<file path="config.mk">
export PLATFORM = sky130hd
export DESIGN_NAME = keyed_software_timer_table
export DESIGN_NICKNAME = d
export VERILOG_FILES = /design/src/rtl/kstt_pkg.sv /design/src/rtl/kstt_ram.sv /design/src/rtl/keyed_software_timer_table.sv
export SDC_FILE = /design/constraint.sdc
export NUM_CORES = 2
export LEC_CHECK = 0
export BUFFER_PORTS_ARGS = -buffer_cell sky130_fd_sc_hd__buf_2
export CELL_PAD_IN_SITES_DETAIL_PLACEMENT = 0
export CELL_PAD_IN_SITES_GLOBAL_PLACEMENT = 1
export CORE_AREA = 2 2 302 423
export CTS_BUF_LIST = sky130_fd_sc_hd__clkbuf_4
export DETAILED_ROUTE_END_ITERATION = 12
export DIE_AREA = 0 0 304 425
export PLACE_DENSITY_LB_ADDON = 0.25
export SLEW_MARGIN = 20
export SYNTH_ARGS = -nofsm -noshare
export SYNTH_HDL_FRONTEND = slang
export SYNTH_SLANG_ARGS = --single-unit
</file>
<file path="constraint.sdc">
create_clock -name clock -period 8.1 [get_ports clock]
set_input_delay 1.62 -clock clock [delete_from_list [all_inputs] [get_ports clock]]
set_output_delay 1.62 -clock clock [all_outputs]
set_load 0.005 [all_outputs]
</file>
<file path="src/rtl/kstt_pkg.sv">
// ----------------------------------------------------------------------------
// kstt_pkg
// Shared types and codes of the keyed software timer table: the request and
// response items and the command, status and result kind codes.
// ----------------------------------------------------------------------------
package kstt_pkg;

   // command codes
   localparam logic [1:0] CMD_SET    = 2'd0;
   localparam logic [1:0] CMD_REMOVE = 2'd1;
   localparam logic [1:0] CMD_TICK   = 2'd2;

   // status codes
   localparam logic [1:0] STATUS_OK        = 2'd0;
   localparam logic [1:0] STATUS_NOT_FOUND = 2'd1;
   localparam logic [1:0] STATUS_FULL      = 2'd2;

   // result kinds
   localparam logic KIND_STATUS = 1'b0;
   localparam logic KIND_EXPIRY = 1'b1;

   // one request item
   typedef struct packed {
      logic [1:0]  command;
      logic [7:0]  task_id;
      logic [7:0]  signal;
      logic [31:0] period;
      logic        periodic;
      logic [15:0] elapsed;
   } req_type;

   // one response item
   typedef struct packed {
      logic       kind;
      logic [1:0] status;
      logic [7:0] expired_task;
      logic [7:0] expired_signal;
      logic       last;
   } rsp_type;

endpackage

</file>
<file path="src/rtl/kstt_ram.sv">
// ----------------------------------------------------------------------------
// kstt_ram
// Generic simple dual port RAM: one write port, one read port with the read
// data registered.
// ----------------------------------------------------------------------------
module kstt_ram #(
   parameter int WIDTH = 8,
   parameter int DEPTH = 16,
   localparam int ADDR_WIDTH = (DEPTH > 1) ? $clog2(DEPTH) : 1
) (
   input  logic                  clock,
   input  logic                  wr_en,
   input  logic [ADDR_WIDTH-1:0] wr_addr,
   input  logic [WIDTH-1:0]      wr_data,
   input  logic                  rd_en,
   input  logic [ADDR_WIDTH-1:0] rd_addr,
   output logic [WIDTH-1:0]      rd_data
);

   logic [WIDTH-1:0] mem_ff [DEPTH];
   logic [WIDTH-1:0] rd_data_ff;

   // write and registered read
   always_ff @(posedge clock) begin
      if (wr_en) begin
         mem_ff[wr_addr] <= wr_data;
      end
      if (rd_en) begin
         rd_data_ff <= mem_ff[rd_addr];
      end
   end

   assign rd_data = rd_data_ff;

endmodule

</file>
<file path="src/rtl/keyed_software_timer_table.sv">
// ----------------------------------------------------------------------------
// keyed_software_timer_table
// Table of TIMERS one-shot or periodic timers keyed by (task, signal).
//
// An item is taken on a rising edge with start high and busy low. A set item
// updates a matching timer or claims the lowest free slot; a remove item frees
// the matching slot; a tick item lowers every running count by elapsed and
// reports each timer that reaches zero, in slot order.
// Results come out on rsp_data, each for one cycle with rsp_strobe high; the
// receiver cannot hold them off. Every item ends in one result with last set.
// Set, remove and tick scan the slot RAM one slot per cycle, while busy stays
// high; the final result comes out in the cycle that busy falls, and the
// scan through the single read port of the slot RAM sets the rate.
// Expiry results of a tick but the last come out during the scan, at most one a cycle.
// An unused command code is answered in the cycle after it is taken, with
// busy staying low.
// Reset clears the valid bits of all slots and returns the block to idle;
// slot contents are only read for valid slots and need no clearing.
// ----------------------------------------------------------------------------
module keyed_software_timer_table
   import kstt_pkg::*;
#(
   parameter int TIMERS      = 16,
   parameter int COUNT_WIDTH = 32
) (
   input  logic    clock,
   input  logic    reset,
   input  logic    start,
   output logic    busy,
   input  req_type req_data,
   output logic    rsp_strobe,
   output rsp_type rsp_data
);

   localparam int IDX_WIDTH = (TIMERS > 1) ? $clog2(TIMERS) : 1;
   localparam logic [IDX_WIDTH-1:0] LAST_SLOT = IDX_WIDTH'(TIMERS - 1);
   localparam int CMP_WIDTH = (COUNT_WIDTH > 16) ? COUNT_WIDTH : 16;

   typedef struct packed {
      logic [7:0]             task_id;
      logic [7:0]             signal;
      logic                   periodic;
      logic [COUNT_WIDTH-1:0] period;
      logic [COUNT_WIDTH-1:0] remaining;
   } slot_type;

   typedef enum logic [1:0] {
      ST_IDLE,
      ST_SCAN,
      ST_DONE
   } state_type;

   state_type             state_ff, state_in;
   logic [TIMERS-1:0]     valid_ff, valid_in;
   logic [IDX_WIDTH-1:0]  scan_idx_ff, scan_idx_in;
   logic                  issue_on_ff, issue_on_in;
   logic                  proc_valid_ff, proc_valid_in;
   logic [IDX_WIDTH-1:0]  proc_idx_ff, proc_idx_in;
   logic                  found_ff, found_in;
   logic [IDX_WIDTH-1:0]  match_idx_ff, match_idx_in;
   logic                  match_periodic_ff, match_periodic_in;
   logic                  free_found_ff, free_found_in;
   logic [IDX_WIDTH-1:0]  free_idx_ff, free_idx_in;
   logic                  pend_ff, pend_in;
   logic [7:0]            pend_task_ff, pend_task_in;
   logic [7:0]            pend_signal_ff, pend_signal_in;
   req_type               req_ff, req_in;
   logic                  rsp_strobe_ff, rsp_strobe_in;
   rsp_type               rsp_ff, rsp_in;

   logic                  ram_wr_en;
   logic [IDX_WIDTH-1:0]  ram_wr_addr;
   slot_type              ram_wr_data;
   logic                  ram_rd_en;
   slot_type              rd_slot;

   logic [COUNT_WIDTH-1:0] period_sat;
   logic [CMP_WIDTH-1:0]   rem_wide;
   logic [CMP_WIDTH-1:0]   elapsed_wide;
   logic [COUNT_WIDTH-1:0] rem_next;
   logic                   expired;

   // slot contents
   kstt_ram #(
      .WIDTH ($bits(slot_type)),
      .DEPTH (TIMERS)
   ) u_slot_ram (
      .clock   (clock),
      .wr_en   (ram_wr_en),
      .wr_addr (ram_wr_addr),
      .wr_data (ram_wr_data),
      .rd_en   (ram_rd_en),
      .rd_addr (scan_idx_ff),
      .rd_data (rd_slot)
   );

   // period clipped to the count width
   if (COUNT_WIDTH < 32) begin : g_sat
      assign period_sat = (|req_ff.period[31:COUNT_WIDTH]) ? '1
                                                           : req_ff.period[COUNT_WIDTH-1:0];
   end else begin : g_ext
      assign period_sat = COUNT_WIDTH'(req_ff.period);
   end

   // count after a tick, stopping at zero
   assign rem_wide     = CMP_WIDTH'(rd_slot.remaining);
   assign elapsed_wide = CMP_WIDTH'(req_ff.elapsed);
   assign rem_next     = (elapsed_wide < rem_wide) ? COUNT_WIDTH'(rem_wide - elapsed_wide)
                                                   : '0;
   assign expired      = (rem_next == '0);

   // sequencer: scan, read-modify-write, results
   always_comb begin
      state_in          = state_ff;
      valid_in          = valid_ff;
      scan_idx_in       = scan_idx_ff;
      issue_on_in       = issue_on_ff;
      proc_valid_in     = 1'b0;
      proc_idx_in       = scan_idx_ff;
      found_in          = found_ff;
      match_idx_in      = match_idx_ff;
      match_periodic_in = match_periodic_ff;
      free_found_in     = free_found_ff;
      free_idx_in       = free_idx_ff;
      pend_in           = pend_ff;
      pend_task_in      = pend_task_ff;
      pend_signal_in    = pend_signal_ff;
      req_in            = req_ff;
      rsp_strobe_in     = 1'b0;
      rsp_in            = '0;
      ram_wr_en         = 1'b0;
      ram_wr_addr       = proc_idx_ff;
      ram_wr_data       = rd_slot;
      ram_rd_en         = 1'b0;

      case (state_ff)
         ST_IDLE: begin
            if (start) begin
               req_in = req_data;
               if (req_data.command inside {CMD_SET, CMD_REMOVE, CMD_TICK}) begin
                  state_in      = ST_SCAN;
                  scan_idx_in   = '0;
                  issue_on_in   = 1'b1;
                  found_in      = 1'b0;
                  free_found_in = 1'b0;
                  pend_in       = 1'b0;
               end else begin
                  // unused code: plain acknowledge
                  rsp_strobe_in = 1'b1;
                  rsp_in.last   = 1'b1;
               end
            end
         end

         ST_SCAN: begin
            // read side of the scan
            if (issue_on_ff) begin
               ram_rd_en     = 1'b1;
               proc_valid_in = 1'b1;
               proc_idx_in   = scan_idx_ff;
               if (scan_idx_ff == LAST_SLOT) begin
                  issue_on_in = 1'b0;
               end else begin
                  scan_idx_in = scan_idx_ff + IDX_WIDTH'(1);
               end
            end
            // process the slot read in the previous cycle
            if (proc_valid_ff) begin
               if (req_ff.command == CMD_TICK) begin
                  if (valid_ff[proc_idx_ff]) begin
                     ram_wr_en             = 1'b1;
                     ram_wr_data.remaining = rem_next;
                     if (expired) begin
                        if (rd_slot.periodic) begin
                           ram_wr_data.remaining = rd_slot.period;
                        end else begin
                           valid_in[proc_idx_ff] = 1'b0;
                        end
                        // hold back one expiry so the final one can carry last
                        if (pend_ff) begin
                           rsp_strobe_in         = 1'b1;
                           rsp_in.kind           = KIND_EXPIRY;
                           rsp_in.expired_task   = pend_task_ff;
                           rsp_in.expired_signal = pend_signal_ff;
                        end
                        pend_in        = 1'b1;
                        pend_task_in   = rd_slot.task_id;
                        pend_signal_in = rd_slot.signal;
                     end
                  end
               end else begin
                  if (valid_ff[proc_idx_ff] && !found_ff &&
                      rd_slot.task_id == req_ff.task_id &&
                      rd_slot.signal == req_ff.signal) begin
                     found_in          = 1'b1;
                     match_idx_in      = proc_idx_ff;
                     match_periodic_in = rd_slot.periodic;
                  end
                  if (!valid_ff[proc_idx_ff] && !free_found_ff) begin
                     free_found_in = 1'b1;
                     free_idx_in   = proc_idx_ff;
                  end
               end
               if (proc_idx_ff == LAST_SLOT) begin
                  state_in = ST_DONE;
               end
            end
         end

         ST_DONE: begin
            state_in      = ST_IDLE;
            rsp_strobe_in = 1'b1;
            rsp_in.last   = 1'b1;
            ram_wr_data.task_id   = req_ff.task_id;
            ram_wr_data.signal    = req_ff.signal;
            ram_wr_data.period    = period_sat;
            ram_wr_data.remaining = period_sat;
            case (req_ff.command)
               CMD_TICK: begin
                  if (pend_ff) begin
                     rsp_in.kind           = KIND_EXPIRY;
                     rsp_in.expired_task   = pend_task_ff;
                     rsp_in.expired_signal = pend_signal_ff;
                  end
               end
               CMD_SET: begin
                  if (found_ff) begin
                     ram_wr_en            = 1'b1;
                     ram_wr_addr          = match_idx_ff;
                     ram_wr_data.periodic = match_periodic_ff;
                  end else if (free_found_ff) begin
                     ram_wr_en             = 1'b1;
                     ram_wr_addr           = free_idx_ff;
                     ram_wr_data.periodic  = req_ff.periodic;
                     valid_in[free_idx_ff] = 1'b1;
                  end else begin
                     rsp_in.status = STATUS_FULL;
                  end
               end
               CMD_REMOVE: begin
                  if (found_ff) begin
                     valid_in[match_idx_ff] = 1'b0;
                  end else begin
                     rsp_in.status = STATUS_NOT_FOUND;
                  end
               end
               default: begin
                  rsp_in.status = STATUS_OK;
               end
            endcase
         end

         default: begin
            state_in = ST_IDLE;
         end
      endcase
   end

   // state and registered outputs
   always_ff @(posedge clock) begin
      if (reset) begin
         state_ff      <= ST_IDLE;
         valid_ff      <= '0;
         issue_on_ff   <= 1'b0;
         proc_valid_ff <= 1'b0;
         rsp_strobe_ff <= 1'b0;
      end else begin
         state_ff      <= state_in;
         valid_ff      <= valid_in;
         issue_on_ff   <= issue_on_in;
         proc_valid_ff <= proc_valid_in;
         rsp_strobe_ff <= rsp_strobe_in;
      end
      scan_idx_ff       <= scan_idx_in;
      proc_idx_ff       <= proc_idx_in;
      found_ff          <= found_in;
      match_idx_ff      <= match_idx_in;
      match_periodic_ff <= match_periodic_in;
      free_found_ff     <= free_found_in;
      free_idx_ff       <= free_idx_in;
      pend_ff           <= pend_in;
      pend_task_ff      <= pend_task_in;
      pend_signal_ff    <= pend_signal_in;
      req_ff            <= req_in;
      rsp_ff            <= rsp_in;
   end

   assign busy       = (state_ff != ST_IDLE);
   assign rsp_strobe = rsp_strobe_ff;
   assign rsp_data   = rsp_ff;

   // processing only happens inside the scan
   a_proc_in_scan : assert property (@(posedge clock) disable iff (reset)
      proc_valid_ff |-> (state_ff == ST_SCAN))
      else $error("slot processed outside the scan");

   // the closing cycle always produces the final result of the item
   a_done_result : assert property (@(posedge clock) disable iff (reset)
      (state_ff == ST_DONE) |=> (rsp_strobe && rsp_data.last))
      else $error("missing final result after scan");

   // an expiry without last comes only from the scan
   a_early_expiry : assert property (@(posedge clock) disable iff (reset)
      (rsp_strobe && rsp_data.kind == KIND_EXPIRY && !rsp_data.last)
         |-> $past(state_ff == ST_SCAN))
      else $error("non-final expiry outside the scan");

   // the slot RAM is never written while idle
   a_no_idle_write : assert property (@(posedge clock) disable iff (reset)
      !(ram_wr_en && state_ff == ST_IDLE))
      else $error("slot write while idle");

   // a set reports full only when no slot is free
   a_full_only : assert property (@(posedge clock) disable iff (reset)
      (state_ff == ST_DONE && req_ff.command == CMD_SET && !found_ff && !free_found_ff)
         |-> (valid_ff == {TIMERS{1'b1}}))
      else $error("table full reported with a free slot");

endmodule
</file>
Yosys cells after proc, flatten, opt, wreduce, memory -nomap -nowiden
Memory sizes are Yosys's and may differ from the RTL's. A register that Yosys moved wholly into a read port is not among the register bits.
Index checks and enable logic that the tools add are counted.
{"block": "totals", "regBits": 144, "ramBits": 1296, "out_inout_bits": 22, "memories": 1, "in_bits": 70}
{"block": "op_classes", "bitwise_logic": 6, "mux": 96, "n_eq_ne": 27, "n_addsub": 2, "n_lt_le_gt_ge": 7, "reduce_logical": 29}
{"memory": "u_slot_ram.mem_ff", "words": 16, "width": 81, "rd": 1, "rd_clocked_by_memory_dff": 1, "write_ports": 1, "line_no": "kstt_ram.sv:20", "rtl": "logic [WIDTH-1:0] mem_ff [DEPTH];"}
{"cell": "16-bit 2-to-1 mux", "n": 14}
{"cell": "32-bit 2-to-1 mux", "n": 6}
{"cell": "16-bit case mux with 2 select lines", "n": 3}
{"cell": "32-bit case mux with 2 select lines", "n": 1}
{"cell": "49-bit 2-to-1 mux", "n": 1}
{"cell": "1-bit 2-to-1 mux", "n": 42}
{"cell": "16-bit bitwise AND", "n": 2}
{"cell": "32-bit logical NOT", "n": 1}
{"cell": "16-bit by 32-bit less-than comparator with 1-bit output", "n": 1}
{"cell": "4-bit 2-to-1 mux", "n": 8}
{"cell": "16-bit NOT", "n": 2}
{"cell": "32-bit by 16-bit subtractor with 32-bit output", "n": 1}
{"cell": "2-bit != test, second input constant", "n": 13}
{"cell": "8-bit == test", "n": 2}
{"cell": "16-bit OR", "n": 1}
{"cell": "4-bit by 5-bit less-than comparator with 1-bit output, second input constant", "n": 3}
{"cell": "1-bit case mux with 2 select lines", "n": 7}
{"cell": "1-bit demux with 4-bit select", "n": 3}
{"cell": "4-bit by 1-bit >= comparator with 1-bit output, second input constant", "n": 3}
{"cell": "2-bit 2-to-1 mux", "n": 6}
{"cell": "4-bit AND reduction", "n": 3}
{"cell": "6-bit AND reduction", "n": 2}
{"cell": "10-bit AND reduction", "n": 1}
{"cell": "5-bit AND reduction", "n": 2}
{"cell": "other kinds (19)", "n": 39}

Depth between registers and ports, before layout
{"block": "logic_depth", "depth_word": 12, "mapped_depth": 17}

Modules after synthesis
From an unflattened synthesis, not the netlist that was laid out.
{"block": "hier_totals", "cells_unflattened": 3028, "area_unflattened_um2": 59881.2}
{"mod": "kstt_ram", "area_each_um2": 50831.3, "cells_each": 2078, "seq_area_each_um2": 41349.7, "n_inst": 1}
{"mod": "keyed_software_timer_table", "area_each_um2": 9049.9, "cells_each": 950, "seq_area_each_um2": 3873.7, "n_inst": 1}

Worst setup path before layout
No wires, ideal clock.
{"block": "synth_path", "path_type": "register -> register", "from": "register proc_idx_ff[0]", "to": "memory u_slot_ram.mem_ff[3][0] in the netlist's numbering, enable pin", "path_buffers": 2, "setup_ps": 521, "period_less_slack_ps": 6277, "setup_slack_ps": 1823, "arrival_ps": 5756, "stages_incl_launch_ff": 12, "path_cell_list": "dfxtp_1 > buf_1 > mux4_2 > mux4_2 > and2_1 > nor2b_1 > clkbuf_1 > nand2_1 > nand2_1 > nand2_1 > or3_1 > nor2_1"}
{"block": "synth_between", "elab_chain_cells": 8, "elab_cells_between_ends": 12, "classes_between": "mux (12)"}
{"item": "from (decl)", "line_no": "keyed_software_timer_table.sv:58", "rtl": "logic [IDX_WIDTH-1:0] proc_idx_ff, proc_idx_in;"}
{"item": "from (signal assigned)", "line_no": "keyed_software_timer_table.sv:275", "rtl": "proc_idx_ff <= proc_idx_in;"}
{"item": "1-bit binary-select mux with 4-bit select", "line_no": "keyed_software_timer_table.sv:170", "rtl": "if (valid_ff[proc_idx_ff]) begin"}
{"item": "1-bit 2-to-1 mux (implied by the code)", "line_no": "keyed_software_timer_table.sv:170"}
{"item": "1-bit 2-to-1 mux", "line_no": "keyed_software_timer_table.sv:170"}
{"item": "1-bit 2-to-1 mux", "line_no": "keyed_software_timer_table.sv:169", "rtl": "if (req_ff.command == CMD_TICK) begin"}
{"item": "1-bit 2-to-1 mux", "line_no": "keyed_software_timer_table.sv:168", "rtl": "if (proc_valid_ff) begin"}
{"item": "1-bit case mux with 2 select lines", "line_no": "keyed_software_timer_table.sv:136", "rtl": "case (state_ff)"}
{"item": "1-bit 2-to-1 mux", "line_no": "kstt_ram.sv:25", "rtl": "if (wr_en) begin"}
{"item": "1-bit 2-to-1 mux (implied by the code)", "line_no": "kstt_ram.sv:26", "rtl": "mem_ff[wr_addr] <= wr_data;"}
{"item": "to (decl)", "line_no": "kstt_ram.sv:20"}
Several ways; a longest one is shown, not always the timed one. The select of a mux whose other input is x is not followed.

==> impl_metrics.yaml <==
outcome:
  status: "finished clean"
min_path:
  hold_start: "pend_signal_ff[2]"
  hp-class: "register to register"
  min_path_cells: 1
  hold_path_end: "rsp_data[3]"
yosys:
  synth_area_leaders: "edfxtp_1, mux4_2, dfxtp_1, mux2_2, clkbuf_1"
  synth_edf_count: 1476
  yosysWarnings: 0
  synth_adder_area_share_pct: 0.473
  syn_nets: 2913
  synth_compound_area_share_pct: 2.87
  syn_area_sq_um: 59800
  synth_flop_cell: "edfxtp_1"
  postSynthCellCount: 2821
  synth_top_family_by_area: "multiplexers"
  synth.avg_cell_area_sq_um: 21.2
  yosysTopAreaCell: "edfxtp_1"
  ys_async_sr_fraction_pct: 0
  synth_mux_area_share_pct: 16.4
  yosysSeqAreaShare_pct: 75.6
  synthDistinctLibCells: 74
  synth_simple_gate_area_share_pct: 2.83
  synth_top_area_share_pct: 74.1
  yosys.area_share.xor_xnor_pct: 0.571
  synth-seq-cells: 1521
worst_setup_path:
  critical_path_class: "register to register"
  required_ps: 9110
  crit_arrival_ps: 7090
  reg2reg_depth: 13
  start_kind: "register"
  crit_fanout: 16
  cp-end-kind: "register"
  r2r_slack_ps: 2020
  r2r-end: "u_slot_ram.mem_ff[11][19]"
  r2r_start: "u_slot_ram.rd_data[14]"
pwr:
  p_switching_mw: 6.33
  p_int_mw: 15.3
  power_density_nw_per_um2: 323
  peakVddDrop_uv: 297
  clkPwrFrac_pct: 28.1
  seqPwrFrac_pct: 46.0
  p_comb_share_pct: 25.9
  swShare_pct: 29.2
  p_leak_nw: 21.5
final_layout:
  finalNetCount: 3293
  syn_to_final_growth_pct: 12.3
  stdcell_count: 5104
  drive_gt1_share_pct: 35.4
sta:
  fmax_mhz: 164
  tightest_slew_ps: 1080
  fin_setup_tns_ps: 0
  grt_setup_unrepaired: "false"
  setup_violations: 0
  finalHoldViolCount: 0
  maxSlewViolCount: 0
  fin_skew_ps: 92.8
  slew_headroom_pct: 27.9
  fin_crit_ps: 6080
  fin_crit_sh_pct: 75.1
job:
  drv_cap: 0
detailed_routing:
  ant_nets: 0
  drt-total-wl_mm: 151
  via_count: 30614
  drt_iter0_drc: 3077
  vias_per_cell: 6.00
  drc: 0
  wl_per_cell_um: 29.5
  first_pass_iters: 6
clock_tree:
  cts_tree: "built"
  clk_pin_slew_ps: 70
  numClockSinks: 1521
  cts_buffers: 371
  cts-hold-fix-buffers: 0
  cts_max_path_buffers: 4
  h-tree-depth: 5
  postCtsResizedCells: 0
  cts_setup_buffers: 0
  root_buffer: "clkbuf_4"
  clock_latency_ps: 1330
floorplan:
  core_sq_um: 125000
  ioPinCount: 92
  fp.dieH_um: 425
  die-area_sq_um: 129000
  fp.dieW_um: 304
  start_util_pct: 47.7
  std_cell_rows: 154
placement:
  hpwl_mm: 80.3
  placed_cells: 4459
  port_buffers: 91
  gp_congestion: 0.873
grt:
  grt_pass1_wl_mm: 219
  grt.overflow.total: 0
  antenna_found_initial: 7
  grt_max_degree: 141
  grt_pass1_vias: 32536
  grt_use_total_pct: 23.6
-- cell usage in the layout (no fill, tap or decap), types with 20 or more instances in the layout --
cell type / Yosys / final
and2_1: 24 / 23
clkbuf_4: 0 / 528
buf_2: 2 / 91
a21o_1: 24 / 24
clkinv_2: 0 / 23
inv_1: 39 / 38
ha_1: 21 / 20
dfxtp_1: 45 / 45
xnor2_1: 32 / 32
o21ai_0: 56 / 43
nor2_1: 80 / 64
nand3_1: 27 / 27
buf_4: 1 / 45
mux4_2: 410 / 410
a21oi_1: 69 / 69
nor3_1: 29 / 28
edfxtp_1: 1476 / 1476
mux2_2: 47 / 47
nand2_1: 83 / 83
clkinv_1: 0 / 74
-- flip-flops by register name (all words and copies together) (netlist names) --
signal,flops
pend_ff,1
match_periodic_ff,1
pend_task_ff,8
found_ff,1
proc_valid_ff,1
issue_on_ff,1
rsp_data,20
state_ff,2
elapsed_wide,16
req_ff,19
u_slot_ram.rd_data,81
period_sat,32
proc_idx_ff,4
scan_idx_ff,4
free_found_ff,1
pend_signal_ff,8
match_idx_ff,4
u_slot_ram.mem_ff,1296
valid_ff,16
free_idx_ff,4
rsp_strobe,1
-- layout make-up --
class | instances | area (sq um)
Inverter | 39 | 148
Clock inverter | 108 | 574
Antenna cell | 7 | 17.5
Sequential cell | 1521 | 45200
Multi-Input combinational cell | 1109 | 14000
Clock buffer | 523 | 3930
Timing Repair Buffer | 159 | 1210
Tap cell | 1638 | 2050
Fill cell | 9709 | 58300
-- critical path, cell delays in order (launching register included) --
cell and delay, ps:
edfxtp_1 400, ha_1 440, a21o_1 260, a2111o_1 520
or4_4 470, mux2_4 320, a311oi_2 290, nand4_1 170
nor4_1 510, a31oi_1 380, or3_1 590, buf_4 290
nor2_4 600, a221o_1 570
-- routing by layer --
layer / up-vias / GRT usage [%] / part of all wire, %
li1: 12846 / - / -
met1: 16298 / 31.0 / 40
met2: 1220 / 39.8 / 51
met3: 248 / 4.44 / 6.2
met4: 2 / 8.04 / 2.4
met5: - / 0 / 0.012
-- logic make-up after synthesis --
| kind of cell | count (synthesis) |
|---|---|
| and+or+nand+nor | 336 |
| buffers and inverters | 191 |
| AOI/OAI and AO/OA | 252 |
| adders and majority gates | 22 |
| DFF | 1521 |
| xor gates and xnor gates | 39 |
| muxes | 460 |
-- how the worst max path moves through the flow --
stage                                      to                   start  depth (start not counted)  slack (ps)
finish              u_slot_ram.mem_ff[11][19]  u_slot_ram.rd_data[14]                         13        2020
global route        u_slot_ram.mem_ff[11][19]  u_slot_ram.rd_data[14]                         13        1800
CTS                 u_slot_ram.mem_ff[10][23]        elapsed_wide[14]                         13        2040
detailed placement  u_slot_ram.mem_ff[13][23]  u_slot_ram.rd_data[14]                         12        2080
global placement    u_slot_ram.mem_ff[10][19]  u_slot_ram.rd_data[14]                         13        2190
floorplan             u_slot_ram.mem_ff[3][0]          proc_idx_ff[0]                         11        1820
-- power groups by stage --
| stage | Clock [mW] | Sequential, mW | Combinational, mW |
|---|---|---|---|
| floorplan | 0 | 9.98 | 4.11 |
| global placement | 0 | 10.1 | 5.47 |
| detailed placement | 0 | 10.1 | 5.62 |
| CTS | 6.28 | 9.98 | 5.64 |
| global route | 6.68 | 9.99 | 6.01 |
| finish | 6.09 | 9.98 | 5.60 |
-- synthesized netlist by cell type, types with 18 or more instances --
master and number:
and2_1 24, dfxtp_1 45, inv_1 39, mux4_2 410
nor2_1 80, o21ai_0 56, nor3_1 29, clkbuf_1 119
xnor2_1 32, edfxtp_1 1476, mux2_2 47, nand2_1 83
buf_1 26, a21o_1 24, ha_1 21, o221a_2 18
a21oi_1 69, nand3_1 27
-- stage by stage --
stage                     util (%)  hold slack [ps]  cell area [sq um]  total power [mW]  worst slack [ps]
after CTS                     53.4              319              67000              21.9              2040
after global routing          53.5              333              67100              22.7              1800
after floorplan                  -              366              59800              14.1              1820
after global placement        49.8              429              62500              15.6              2190
after detailed placement      49.9              428              62500              15.8              2080
final                         53.5              405              67100              21.7              2020
Power figures use the tool's default switching activity.
